===== config.mk =====
export PLATFORM = sky130hd
export DESIGN_NAME = door_motor_controller_unit
export DESIGN_NICKNAME = d
export VERILOG_FILES = /design/src/rtl/dmc_pkg.sv /design/src/rtl/door_motor_controller_unit.sv
export SDC_FILE = /design/constraint.sdc
export NUM_CORES = 1
export LEC_CHECK = 0
export ABC_AREA = 1
export CORE_MARGIN = 1.5
export CORE_UTILIZATION = 30
export DETAILED_ROUTE_END_ITERATION = 6
export DONT_BUFFER_PORTS = 1
export PLACE_DENSITY = 0.53
export SLEW_MARGIN = 20
export SYNTH_ARGS = -nofsm -noshare
export SYNTH_HDL_FRONTEND = slang
export SYNTH_SLANG_ARGS = --single-unit

===== constraint.sdc =====
create_clock -name clk -period 3.3 [get_ports clk]
set_input_delay 0.495 -clock clk [delete_from_list [all_inputs] [get_ports clk]]
set_output_delay 0.495 -clock clk [all_outputs]
set_load 0.01 [all_outputs]

===== src/rtl/dmc_pkg.sv =====
// package for the door motor controller
// payload structs, phase and command codes, register indexes and reset values
// no dependencies
package dmc_pkg;

	// configuration port widths and register indexes
	localparam int CFG_INDEX_W = 2;
	localparam int CFG_DATA_W  = 20;
	localparam int DEBOUNCE_W  = 16;
	localparam int TIMEOUT_W   = 20;

	localparam logic [CFG_INDEX_W-1:0] REG_DEBOUNCE_TICKS = 2'd0;
	localparam logic [CFG_INDEX_W-1:0] REG_TRAVEL_TIMEOUT = 2'd1;

	localparam logic [DEBOUNCE_W-1:0] DEBOUNCE_RESET = 16'd50;
	localparam logic [TIMEOUT_W-1:0]  TIMEOUT_RESET  = 20'd5000;

	// button positions in the debounce bank
	localparam int BTN_OPEN  = 0;
	localparam int BTN_CLOSE = 1;
	localparam int BTN_STOP  = 2;
	localparam int NUM_BTN   = 3;

	typedef enum logic [1:0] {
		PH_CLOSED  = 2'd0,
		PH_OPENING = 2'd1,
		PH_OPENED  = 2'd2,
		PH_CLOSING = 2'd3
	} phase_t;

	typedef enum logic [1:0] {
		HOLD_STOP  = 2'd0,
		HOLD_OPEN  = 2'd1,
		HOLD_CLOSE = 2'd2
	} cmd_t;

	typedef struct packed {
		logic       open_button_level;
		logic       close_button_level;
		logic       stop_button_level;
		logic       sw_cmd_valid;
		logic [1:0] sw_cmd;
	} dmc_in_t;

	typedef struct packed {
		logic       drive_cw;
		logic       drive_ccw;
		logic       drive_brake;
		logic [1:0] door_phase;
		logic [1:0] held_command;
	} dmc_out_t;

endpackage


===== src/rtl/door_motor_controller_unit.sv =====
// door motor controller: debounce, held command, door phase machine, travel timer
// one tick per input transfer, result registered on the output channel
// depends on dmc_pkg
// latency: a result is valid the cycle after its input transfer
// throughput: one tick per cycle while the output channel is not stalled, set by the single output register
// in_ready is high whenever the output register is empty or being taken
// reset (arst_n low): door closed, command stop, timer idle, buttons released,
// debounce_ticks 50, travel_timeout_ticks 5000, output channel empty
module door_motor_controller_unit
	import dmc_pkg::*;
#(
	parameter int TIMER_BITS    = 20,
	parameter int DEBOUNCE_BITS = 16
) (
	input  logic                   clk,
	input  logic                   arst_n,
	input  logic                   in_valid,
	output logic                   in_ready,
	input  dmc_in_t                in_data,
	output logic                   out_valid,
	input  logic                   out_ready,
	output dmc_out_t               out_data,
	input  logic                   cfg_valid,
	output logic                   cfg_ready,
	input  logic [CFG_INDEX_W-1:0] cfg_index,
	input  logic [CFG_DATA_W-1:0]  cfg_data
);

	localparam int CMPW = (DEBOUNCE_BITS > DEBOUNCE_W) ? DEBOUNCE_BITS : DEBOUNCE_W;
	localparam int TEXT = (TIMER_BITS > TIMEOUT_W) ? TIMER_BITS : TIMEOUT_W;

	// configuration registers
	logic [DEBOUNCE_W-1:0] debounce_q;
	logic [TIMEOUT_W-1:0]  timeout_q;

	// door and timer state
	phase_t                  phase_q, phase_n;
	cmd_t                    command_q, command_n;
	logic [TIMER_BITS-1:0]   remaining_q, remaining_n;
	logic                    running_q, running_n;
	logic                    expired_q, expired_n;

	// debounce bank
	logic [NUM_BTN-1:0]      last_q, last_n;
	logic [NUM_BTN-1:0]      latched_q, latched_n;
	logic [DEBOUNCE_BITS-1:0] cnt_q [NUM_BTN];
	logic [DEBOUNCE_BITS-1:0] cnt_n [NUM_BTN];

	// helpers
	logic                    accept;
	logic [NUM_BTN-1:0]      raw;
	logic [CMPW-1:0]         limit;
	logic [CMPW-1:0]         dt_ext;
	logic [CMPW-1:0]         dmax_ext;
	logic [TEXT-1:0]         timeout_ext;
	logic [TIMER_BITS-1:0]   timer_load;
	logic                    start;
	cmd_t                    cmd_mid;
	dmc_out_t                result;
	logic                    out_valid_q;
	dmc_out_t                out_q;

	assign accept    = in_valid && in_ready;
	assign in_ready  = !out_valid_q || out_ready;
	assign out_valid = out_valid_q;
	assign out_data  = out_q;
	assign cfg_ready = 1'b1;

	assign raw[BTN_OPEN]  = in_data.open_button_level;
	assign raw[BTN_CLOSE] = in_data.close_button_level;
	assign raw[BTN_STOP]  = in_data.stop_button_level;

	// debounce limit clamped to the counter maximum
	assign dt_ext   = CMPW'(debounce_q);
	assign dmax_ext = CMPW'({DEBOUNCE_BITS{1'b1}});
	assign limit    = (dt_ext > dmax_ext) ? dmax_ext : dt_ext;

	// timer load value masked to the timer width
	assign timeout_ext = TEXT'(timeout_q);
	assign timer_load  = timeout_ext[TIMER_BITS-1:0];

	// software command ahead of the door machine
	always_comb begin
		cmd_mid = command_q;
		if (in_data.sw_cmd_valid && (in_data.sw_cmd <= HOLD_CLOSE)) begin
			cmd_mid = cmd_t'(in_data.sw_cmd);
		end
	end

	// next state: door machine, travel timer, debounce, command priority
	always_comb begin
		phase_n     = phase_q;
		remaining_n = remaining_q;
		running_n   = running_q;
		expired_n   = expired_q;
		start       = 1'b0;

		case (phase_q)
			PH_CLOSED: begin
				if (cmd_mid == HOLD_OPEN) begin
					start   = 1'b1;
					phase_n = PH_OPENING;
				end
			end
			PH_OPENING: begin
				if (cmd_mid == HOLD_CLOSE) begin
					start   = 1'b1;
					phase_n = PH_CLOSING;
				end else if (expired_q) begin
					phase_n   = PH_OPENED;
					expired_n = 1'b0;
				end
			end
			PH_OPENED: begin
				if (cmd_mid == HOLD_CLOSE) begin
					start   = 1'b1;
					phase_n = PH_CLOSING;
				end
			end
			default: begin
				if (cmd_mid == HOLD_OPEN) begin
					start   = 1'b1;
					phase_n = PH_OPENING;
				end else if (expired_q) begin
					phase_n   = PH_CLOSED;
					expired_n = 1'b0;
				end
			end
		endcase

		// timer start, then the same tick's countdown
		if (start) begin
			remaining_n = timer_load;
			running_n   = 1'b1;
			expired_n   = 1'b0;
		end
		if (running_n) begin
			if (remaining_n <= TIMER_BITS'(1)) begin
				remaining_n = '0;
				running_n   = 1'b0;
				expired_n   = 1'b1;
			end else begin
				remaining_n = remaining_n - TIMER_BITS'(1);
			end
		end

		// per-button stable-time counters
		for (int b = 0; b < NUM_BTN; b++) begin
			last_n[b]    = last_q[b];
			latched_n[b] = latched_q[b];
			cnt_n[b]     = cnt_q[b];
			if (raw[b] != last_q[b]) begin
				last_n[b] = raw[b];
				cnt_n[b]  = '0;
			end else begin
				if (cnt_q[b] != {DEBOUNCE_BITS{1'b1}}) begin
					cnt_n[b] = cnt_q[b] + DEBOUNCE_BITS'(1);
				end
				if (CMPW'(cnt_n[b]) >= limit) begin
					latched_n[b] = !raw[b];
				end
			end
		end

		// latched buttons override, stop first
		command_n = cmd_mid;
		if (latched_n[BTN_STOP]) begin
			command_n = HOLD_STOP;
		end else if (latched_n[BTN_OPEN]) begin
			command_n = HOLD_OPEN;
		end else if (latched_n[BTN_CLOSE]) begin
			command_n = HOLD_CLOSE;
		end
	end

	// outputs: motor pins follow the updated phase
	always_comb begin
		result.drive_cw     = (phase_n == PH_OPENING);
		result.drive_ccw    = (phase_n == PH_CLOSING);
		result.drive_brake  = (phase_n == PH_CLOSED) || (phase_n == PH_OPENED);
		result.door_phase   = phase_n;
		result.held_command = command_n;
	end

	// configuration writes
	always_ff @(posedge clk or negedge arst_n) begin
		if (!arst_n) begin
			debounce_q <= DEBOUNCE_RESET;
			timeout_q  <= TIMEOUT_RESET;
		end else if (cfg_valid && cfg_ready) begin
			case (cfg_index)
				REG_DEBOUNCE_TICKS: debounce_q <= cfg_data[DEBOUNCE_W-1:0];
				REG_TRAVEL_TIMEOUT: timeout_q  <= cfg_data[TIMEOUT_W-1:0];
				default: ;
			endcase
		end
	end

	// state update on each input transfer
	always_ff @(posedge clk or negedge arst_n) begin
		if (!arst_n) begin
			phase_q     <= PH_CLOSED;
			command_q   <= HOLD_STOP;
			remaining_q <= '0;
			running_q   <= 1'b0;
			expired_q   <= 1'b0;
			last_q      <= '1;
			latched_q   <= '0;
			for (int b = 0; b < NUM_BTN; b++) begin
				cnt_q[b] <= '0;
			end
		end else if (accept) begin
			phase_q     <= phase_n;
			command_q   <= command_n;
			remaining_q <= remaining_n;
			running_q   <= running_n;
			expired_q   <= expired_n;
			last_q      <= last_n;
			latched_q   <= latched_n;
			for (int b = 0; b < NUM_BTN; b++) begin
				cnt_q[b] <= cnt_n[b];
			end
		end
	end

	// output register
	always_ff @(posedge clk or negedge arst_n) begin
		if (!arst_n) begin
			out_valid_q <= 1'b0;
		end else if (accept) begin
			out_valid_q <= 1'b1;
		end else if (out_ready) begin
			out_valid_q <= 1'b0;
		end
	end

	always_ff @(posedge clk) begin
		if (accept) begin
			out_q <= result;
		end
	end

`ifndef SYNTH
	// exactly one motor pin active on a pending result
	a_drive_onehot: assert property (@(posedge clk) disable iff (!arst_n)
		out_valid |-> $onehot({out_data.drive_cw, out_data.drive_ccw, out_data.drive_brake}))
		else $error("motor drive pins not one-hot");

	// a running timer never carries a pending expiry
	a_run_not_expired: assert property (@(posedge clk) disable iff (!arst_n)
		running_q |-> !expired_q)
		else $error("timer running with expiry flag set");

	// a door at rest has no travel timer running
	a_rest_timer_idle: assert property (@(posedge clk) disable iff (!arst_n)
		(phase_q == PH_CLOSED || phase_q == PH_OPENED) |-> !running_q)
		else $error("travel timer running while door at rest");

	// an empty output register never stalls the input
	a_ready_when_empty: assert property (@(posedge clk) disable iff (!arst_n)
		!out_valid |-> in_ready)
		else $error("input stalled with output register empty");
`endif

endmodule


Yosys cells after proc, flatten, opt, wreduce, memory -nomap -nowiden. Cells that the tools add are included.

Add/sub/neg operators: 4. $lt $le $gt $ge: 6. Eq/ne operators: 14. Muxes and demuxes: 44. Reductions and logical operators: 19.

Operator list (count): 16-bit 2-to-1 mux (10); 20-bit 2-to-1 mux (3); 16-bit by 1-bit adder with 16-bit output (second input constant) (3); 16-bit >= comparator (3); 16-bit inequality test (second input constant) (3); 20-bit by 1-bit less-or-equal comparator with 1-bit output (second input constant) (1); 2-bit 2-to-1 mux (10); 20-bit by 1-bit subtractor with 20-bit output (second input constant) (1); 1-bit 2-to-1 mux (19); 16-bit > comparator (second input constant) (1); 2-bit AND reduction (5); 2-bit by 1-bit == test with 1-bit output (second input constant) (4); 2-bit == test (second input constant) (4); 2-bit zero test (3); 2-bit case mux with 3 select lines (1); 1-bit zero test (4); 2-bit OR reduction (2); 1-bit inequality test (3); 2-bit less-or-equal comparator (second input constant) (1); 1-bit logical AND (2); 1-bit logical OR (2); 1-bit case mux with 2 select lines (1); 2-bit nonzero test (1).

Register bits: 124. Word-level logic and storage cells: 107.

Logic depth before layout (Yosys ltp).
Word-level depth: 10. Mapped depth: 25.

Least setup slack after synthesis. Ideal clock, no wire load.

Path kind: reg-to-reg. Start point: register cnt_q[0] (netlist bit). End point: register out_q (netlist bit out_data[1]) (data pin). Setup time: 255 ps. Data arrival time: 2708 ps. Path slack: 337 ps. Cell stages (with the launch flop): 18. Path buffers: 0. Cells stage by stage: dfrtp_1 ha_1 nand3_1 nor2_1 nand2_1 nor4_1 inv_1 nand4_1 xor2_1 inv_1 ha_1 nand2_1 nor3_1 nand3_1 nand3_1 nand2_1 nand2_1 nor2_1.

Cells in the longest elaborated chain, start to end: 7. Elaborated cells on any way between the ends: 8. Those cells by class: add/sub: 1; order compare: 1; eq/ne: 1; mux: 5.

Ends and longest elaborated chain: from (decl) (line door_motor_controller_unit.sv:46) `logic [DEBOUNCE_BITS-1:0] cnt_q [NUM_BTN];`; from (signal, indexed assignment) (line door_motor_controller_unit.sv:221) `cnt_q[b] <= cnt_n[b];`; 16-bit by 1-bit adder with 16-bit output or 16-bit inequality test (tied branches) (line door_motor_controller_unit.sv:157, door_motor_controller_unit.sv:156); 16-bit 2-to-1 mux * (line door_motor_controller_unit.sv:156) `if (cnt_q[b] != {DEBOUNCE_BITS{1'b1}}) begin`; 16-bit 2-to-1 mux * (line door_motor_controller_unit.sv:152) `if (raw[b] != last_q[b]) begin`; 16-bit >= comparator * (line door_motor_controller_unit.sv:159) `if (CMPW'(cnt_n[b]) >= limit) begin`; 1-bit 2-to-1 mux * (line door_motor_controller_unit.sv:159); 1-bit 2-to-1 mux * (line door_motor_controller_unit.sv:152); 2-bit 2-to-1 mux * (line door_motor_controller_unit.sv:167) `if (latched_n[BTN_STOP]) begin`; via command_n[1] (line door_motor_controller_unit.sv:38) `cmd_t command_q, command_n;`; to (signal assigned) (line door_motor_controller_unit.sv:239) `out_q <= result;`; to (decl) (line door_motor_controller_unit.sv:61) `dmc_out_t out_q;`.

The timed path passes the listed nets; every way through them passes the cells marked *. The select of a mux whose other input is x is not followed. A chain may end at the register's enable or synchronous reset.

Final worst setup path.
Start point: register cnt_q[16] (netlist bit). End point: register out_q (netlist bit out_data[1]) (data pin).

Cells in the longest elaborated chain, start to end: 9. Elaborated cells on any way between the ends: 10. Those cells by class: add/sub: 1; order compare: 1; eq/ne: 1; mux: 7.

Ends and longest elaborated chain: 16-bit by 1-bit adder with 16-bit output or 16-bit inequality test (tied branches) (line door_motor_controller_unit.sv:157, door_motor_controller_unit.sv:156); 16-bit 2-to-1 mux * (line door_motor_controller_unit.sv:156); 16-bit 2-to-1 mux * (line door_motor_controller_unit.sv:152); 16-bit >= comparator * (line door_motor_controller_unit.sv:159); 1-bit 2-to-1 mux * (line door_motor_controller_unit.sv:159); 1-bit 2-to-1 mux * (line door_motor_controller_unit.sv:152); 2-bit 2-to-1 mux * (line door_motor_controller_unit.sv:171) `end else if (latched_n[BTN_CLOSE]) begin`; 2-bit 2-to-1 mux * (line door_motor_controller_unit.sv:169) `end else if (latched_n[BTN_OPEN]) begin`; 2-bit 2-to-1 mux * (line door_motor_controller_unit.sv:167); via command_n[1] (line door_motor_controller_unit.sv:38).

Marks and branches as above.

==> run_results.csv <==
group,metric,value,unit
floorplanning,num_rows,60,
finish,areaGrowthSynthToFinish,15.8,%
critical_path,worstPathMaxFanout,4,
synthesis,syn_nets,1202,
worst_hold_path,min_path_type,"input port to asynchronous set/reset pin",
critical_path,required,3480,ps
floorplanning,die_h,169,um
routing,drc,0,
run,drv_cap,0,
synthesis,ys_async_sr_fraction,94.4,%
sta,tightest_slew,1030,ps
clock_network,clk_latency,440,ps
global_routing,antenna_found_initial,0,
global_routing,track_usage,15.3,%
critical_path,slowest_stage,"dfrtp_1",
critical_path,cp_cell_sequence,"buf_4 -> ha_4 -> nand3_2 -> nor2_4 -> nand2_1 -> inv_1 -> nand4_1 -> buf_4 -> nand4_1 -> xor2_1 -> inv_1 -> ha_1 -> nand4_1 -> nor3_1 -> nand2_1 -> nand3_1 -> nand2_1 -> nand2_1 -> nand2_1 -> inv_1 -> nand2_1 -> nand2_1 -> nor2_1",
sta,relSlewSlack,31.3,%
finish,layout_commonest_cell,"nand2_1",
synthesis,yosysSeqAreaShare,38.1,%
floorplanning,dieArea,0.0286,mm2
routing,initialDrtViolationCount,426,
sta,fin_crit_sh,97.5,%
synthesis,yosys_warnings,0,
clock_network,cts_tree,"yes",
critical_path,critPathKind,"flop to flop",
sta,setup_violations,0,
clock_network,cts_buffer_depth,2,
finish,fillCellCount,2871,
clock_network,numCtsBuffers,17,
global_routing,grt_pass1_wl,34100,um
floorplanning,fp.coreArea,0.0270,mm2
placed_design,placedCellCount,1448,
synthesis,ys.flop_type,"dfrtp_1",
finish,antenna_cells,0,
clock_network,root_buffer,"clkbuf_16",
clock_network,clock_sinks,124,
run_status,outcome,"finished, final reports clean",
pwr,ir_worst_vdd,0.000395,V
routing,first_pass_iters,5,
sta,finClkSkew,16.3,ps
finish,drive_gt1_share,13.7,%
critical_path,crit_path_max_incr_delay,360,ps
finish,final_cell_mix,"nand2_1, inv_1, dfrtp_1",
synthesis,synth_seq_cells,124,
routing,drt_wl_total,21100,um
placed_design,numPortBuffers,0,
synthesis,synthCells,1112,
finish,postLayoutCellArea,0.00958,mm2
synthesis,synth.cell_area,0.00827,mm2
critical_path,reg2reg_from,"cnt_q[16]$_DFFE_PN0P_",
synthesis,ys_types,42,
sta,rsz0062_at_grt,"true",
critical_path,cp-startpoint,"cnt_q[16]$_DFFE_PN0P_",
floorplanning,die_w,169,um
sta,layout_min_cycle_time,3220,ps
sta,hold_violations,0,
pwr,p_leak,4.67,nW
global_routing,grt.overflow.total,0,
placed_design,place.gp.congestion,0.849,
global_routing,grt_max_degree,118,
critical_path,cp_num_buf_inv,5,
floorplanning,initial_utilization,30.6,%
placed_design,place_area,0.00872,mm2
routing,dr_total_vias,7089,
synthesis,syn_area_per_cell,7.44,um2
routing,wl_per_cell,14.2,um
critical_path,cp_common_cell,"nand2_1",
finish,seq_area,0.00315,mm2
critical_path,endpoint_kind,"flop",
sta,clock.fmax,311,MHz
clock_network,cts.clk_slew.worst_paths,70,ps
finish,layout.nets,1228,
finish,multi_input_area,0.00439,mm2
floorplanning,io_pins,43,
global_routing,grt_pass1_vias,6701,
routing,vias_per_cell,4.75,
pwr,power_density,665,mW/mm2
critical_path,worstPathArrival,3400,ps
routing,drtAntennaViolNets,0,
placed_design,hpwlAfterDp,15100,um
finish,fin_cells,1492,
synthesis,synth_edf_count,7,
clock_network,ctsHtreeMaxLevel,4,
critical_path,start_kind,"flop",
sta,drv_slew,0,
critical_path,crit_family,"simple AND/OR/NAND/NOR gates",
[report_power, final]
group,switching (mW),internal (mW),total [mW]
clock,0.784,1.17,1.95
combinational,1.54,0.837,2.38
sequential,0.177,1.86,2.03
[metal layers]
layer / global-route usage (%) / up-vias / wire [um]
met5: 0 / - / 0
met4: 5.27 / 0 / 352
met3: 3.25 / 18 / 652
met2: 23.9 / 121 / 9450
met1: 21.0 / 3327 / 10700
li1: - / 3623 / -
[kinds of logic (layout without fill, tap and decap cells)]
kind of cell / Yosys count / in the layout / share of synthesized area, %
AOI/OAI and AO/OA: 185 / 185 / 12.0
xor gates and xnor gates: 34 / 34 / 3.60
adders and majority gates: 57 / 57 / 8.62
buffers and inverters: 217 / 256 / 10.6
DFF: 124 / 124 / 38.1
other: 1 / 1 / 0.0453
and+or+nand+nor: 494 / 494 / 27.1
[worst paths after layout]
check | end | slack, ps | cells past startpoint
setup / recovery | out_data[1]$_DFFE_PP_ | 80 | 23
hold / removal | remaining_q[2]$_DFFE_PN0P_ | 40 | 1
setup reg to reg | out_data[1]$_DFFE_PP_ | 80 | 23
hold reg to reg | remaining_q[13]$_DFFE_PN0P_ | 470 | 2
max in group asynchronous | cnt_q[34]$_DFFE_PN0P_ | 2820 | 1
min in group clk | last_q[0]$_DFFE_PN1P_ | 160 | 2
[repair_timing]
item / CTS / global route
cloned: 0 / 0
pin swaps: 0 / 18
endpoints found under the setup margin: 1 / 7
resized for setup: 1 / 37
endpoints found under the hold margin: 117 / 0
setup buffers: 0 / 11
hold buffers: 1 / 0
[sequential cells by signal, indices dropped and copies added (netlist names)]
name	cells
cnt_q	48
command_q	2
debounce_q	16
expired_q	1
last_q	3
latched_q	3
out_data	7
out_valid	1
phase_q	2
remaining_q	20
running_q	1
timeout_ext	20
[synth_stat cells (3+ instances only)]
cell type  number  area (um2)
o22ai_1        21         131
nor2_1         71         267
buf_6           5        56.3
nand4_1        15        93.8
nor2_2          4        25.0
edfxtp_1        7         210
clkbuf_1       16        60.1
nor3_1         23         115
nor2_4          5        56.3
o21ai_1        15        75.1
inv_1         190         713
nand2_2        32         200
nand2_1       266         998
dfrtp_1       106        2650
buf_2           3        15.0
nand3b_1       12        90.1
o21ai_0        91         455
dfstp_2        11         289
o211ai_1        3        22.5
a31oi_1         4        25.0
xor2_1         30         263
nor4_1          4        25.0
xnor2_1         4        35.0
a21oi_1        42         210
nand3_1        54         270
ha_1           57         713
[through the flow]
| stage | setup WS [ps] | utilization [%] | power, mW | TNS, ps | hold WS (ps) |
|---|---|---|---|---|---|
| 2_1_floorplan | 337 | - | 3.94 | 0 | 199 |
| 3_3_place_gp | 64.4 | 32.2 | 4.35 | 0 | 212 |
| 3_5_place_dp | 25.2 | 32.3 | 4.38 | 0 | 211 |
| 4_1_cts | 14.5 | 34.6 | 6.39 | 0 | 66.4 |
| 5_1_grt | -137 | 35.4 | 6.86 | -217 | 81.7 |
| 6_report | 81.9 | 35.4 | 6.37 | 0 | 41.7 |
[final cells by class]
type / count / share of cell area (%)
clock buffers: 19 / 4.73
clock inverters: 13 / 1.61
inverters: 190 / 7.45
multi-input cells: 771 / 45.8
flip-flops and latches: 124 / 32.9
well taps: 341 / 4.46
repair buffers: 34 / 3.01
Power figures use the tool's default switching activity.
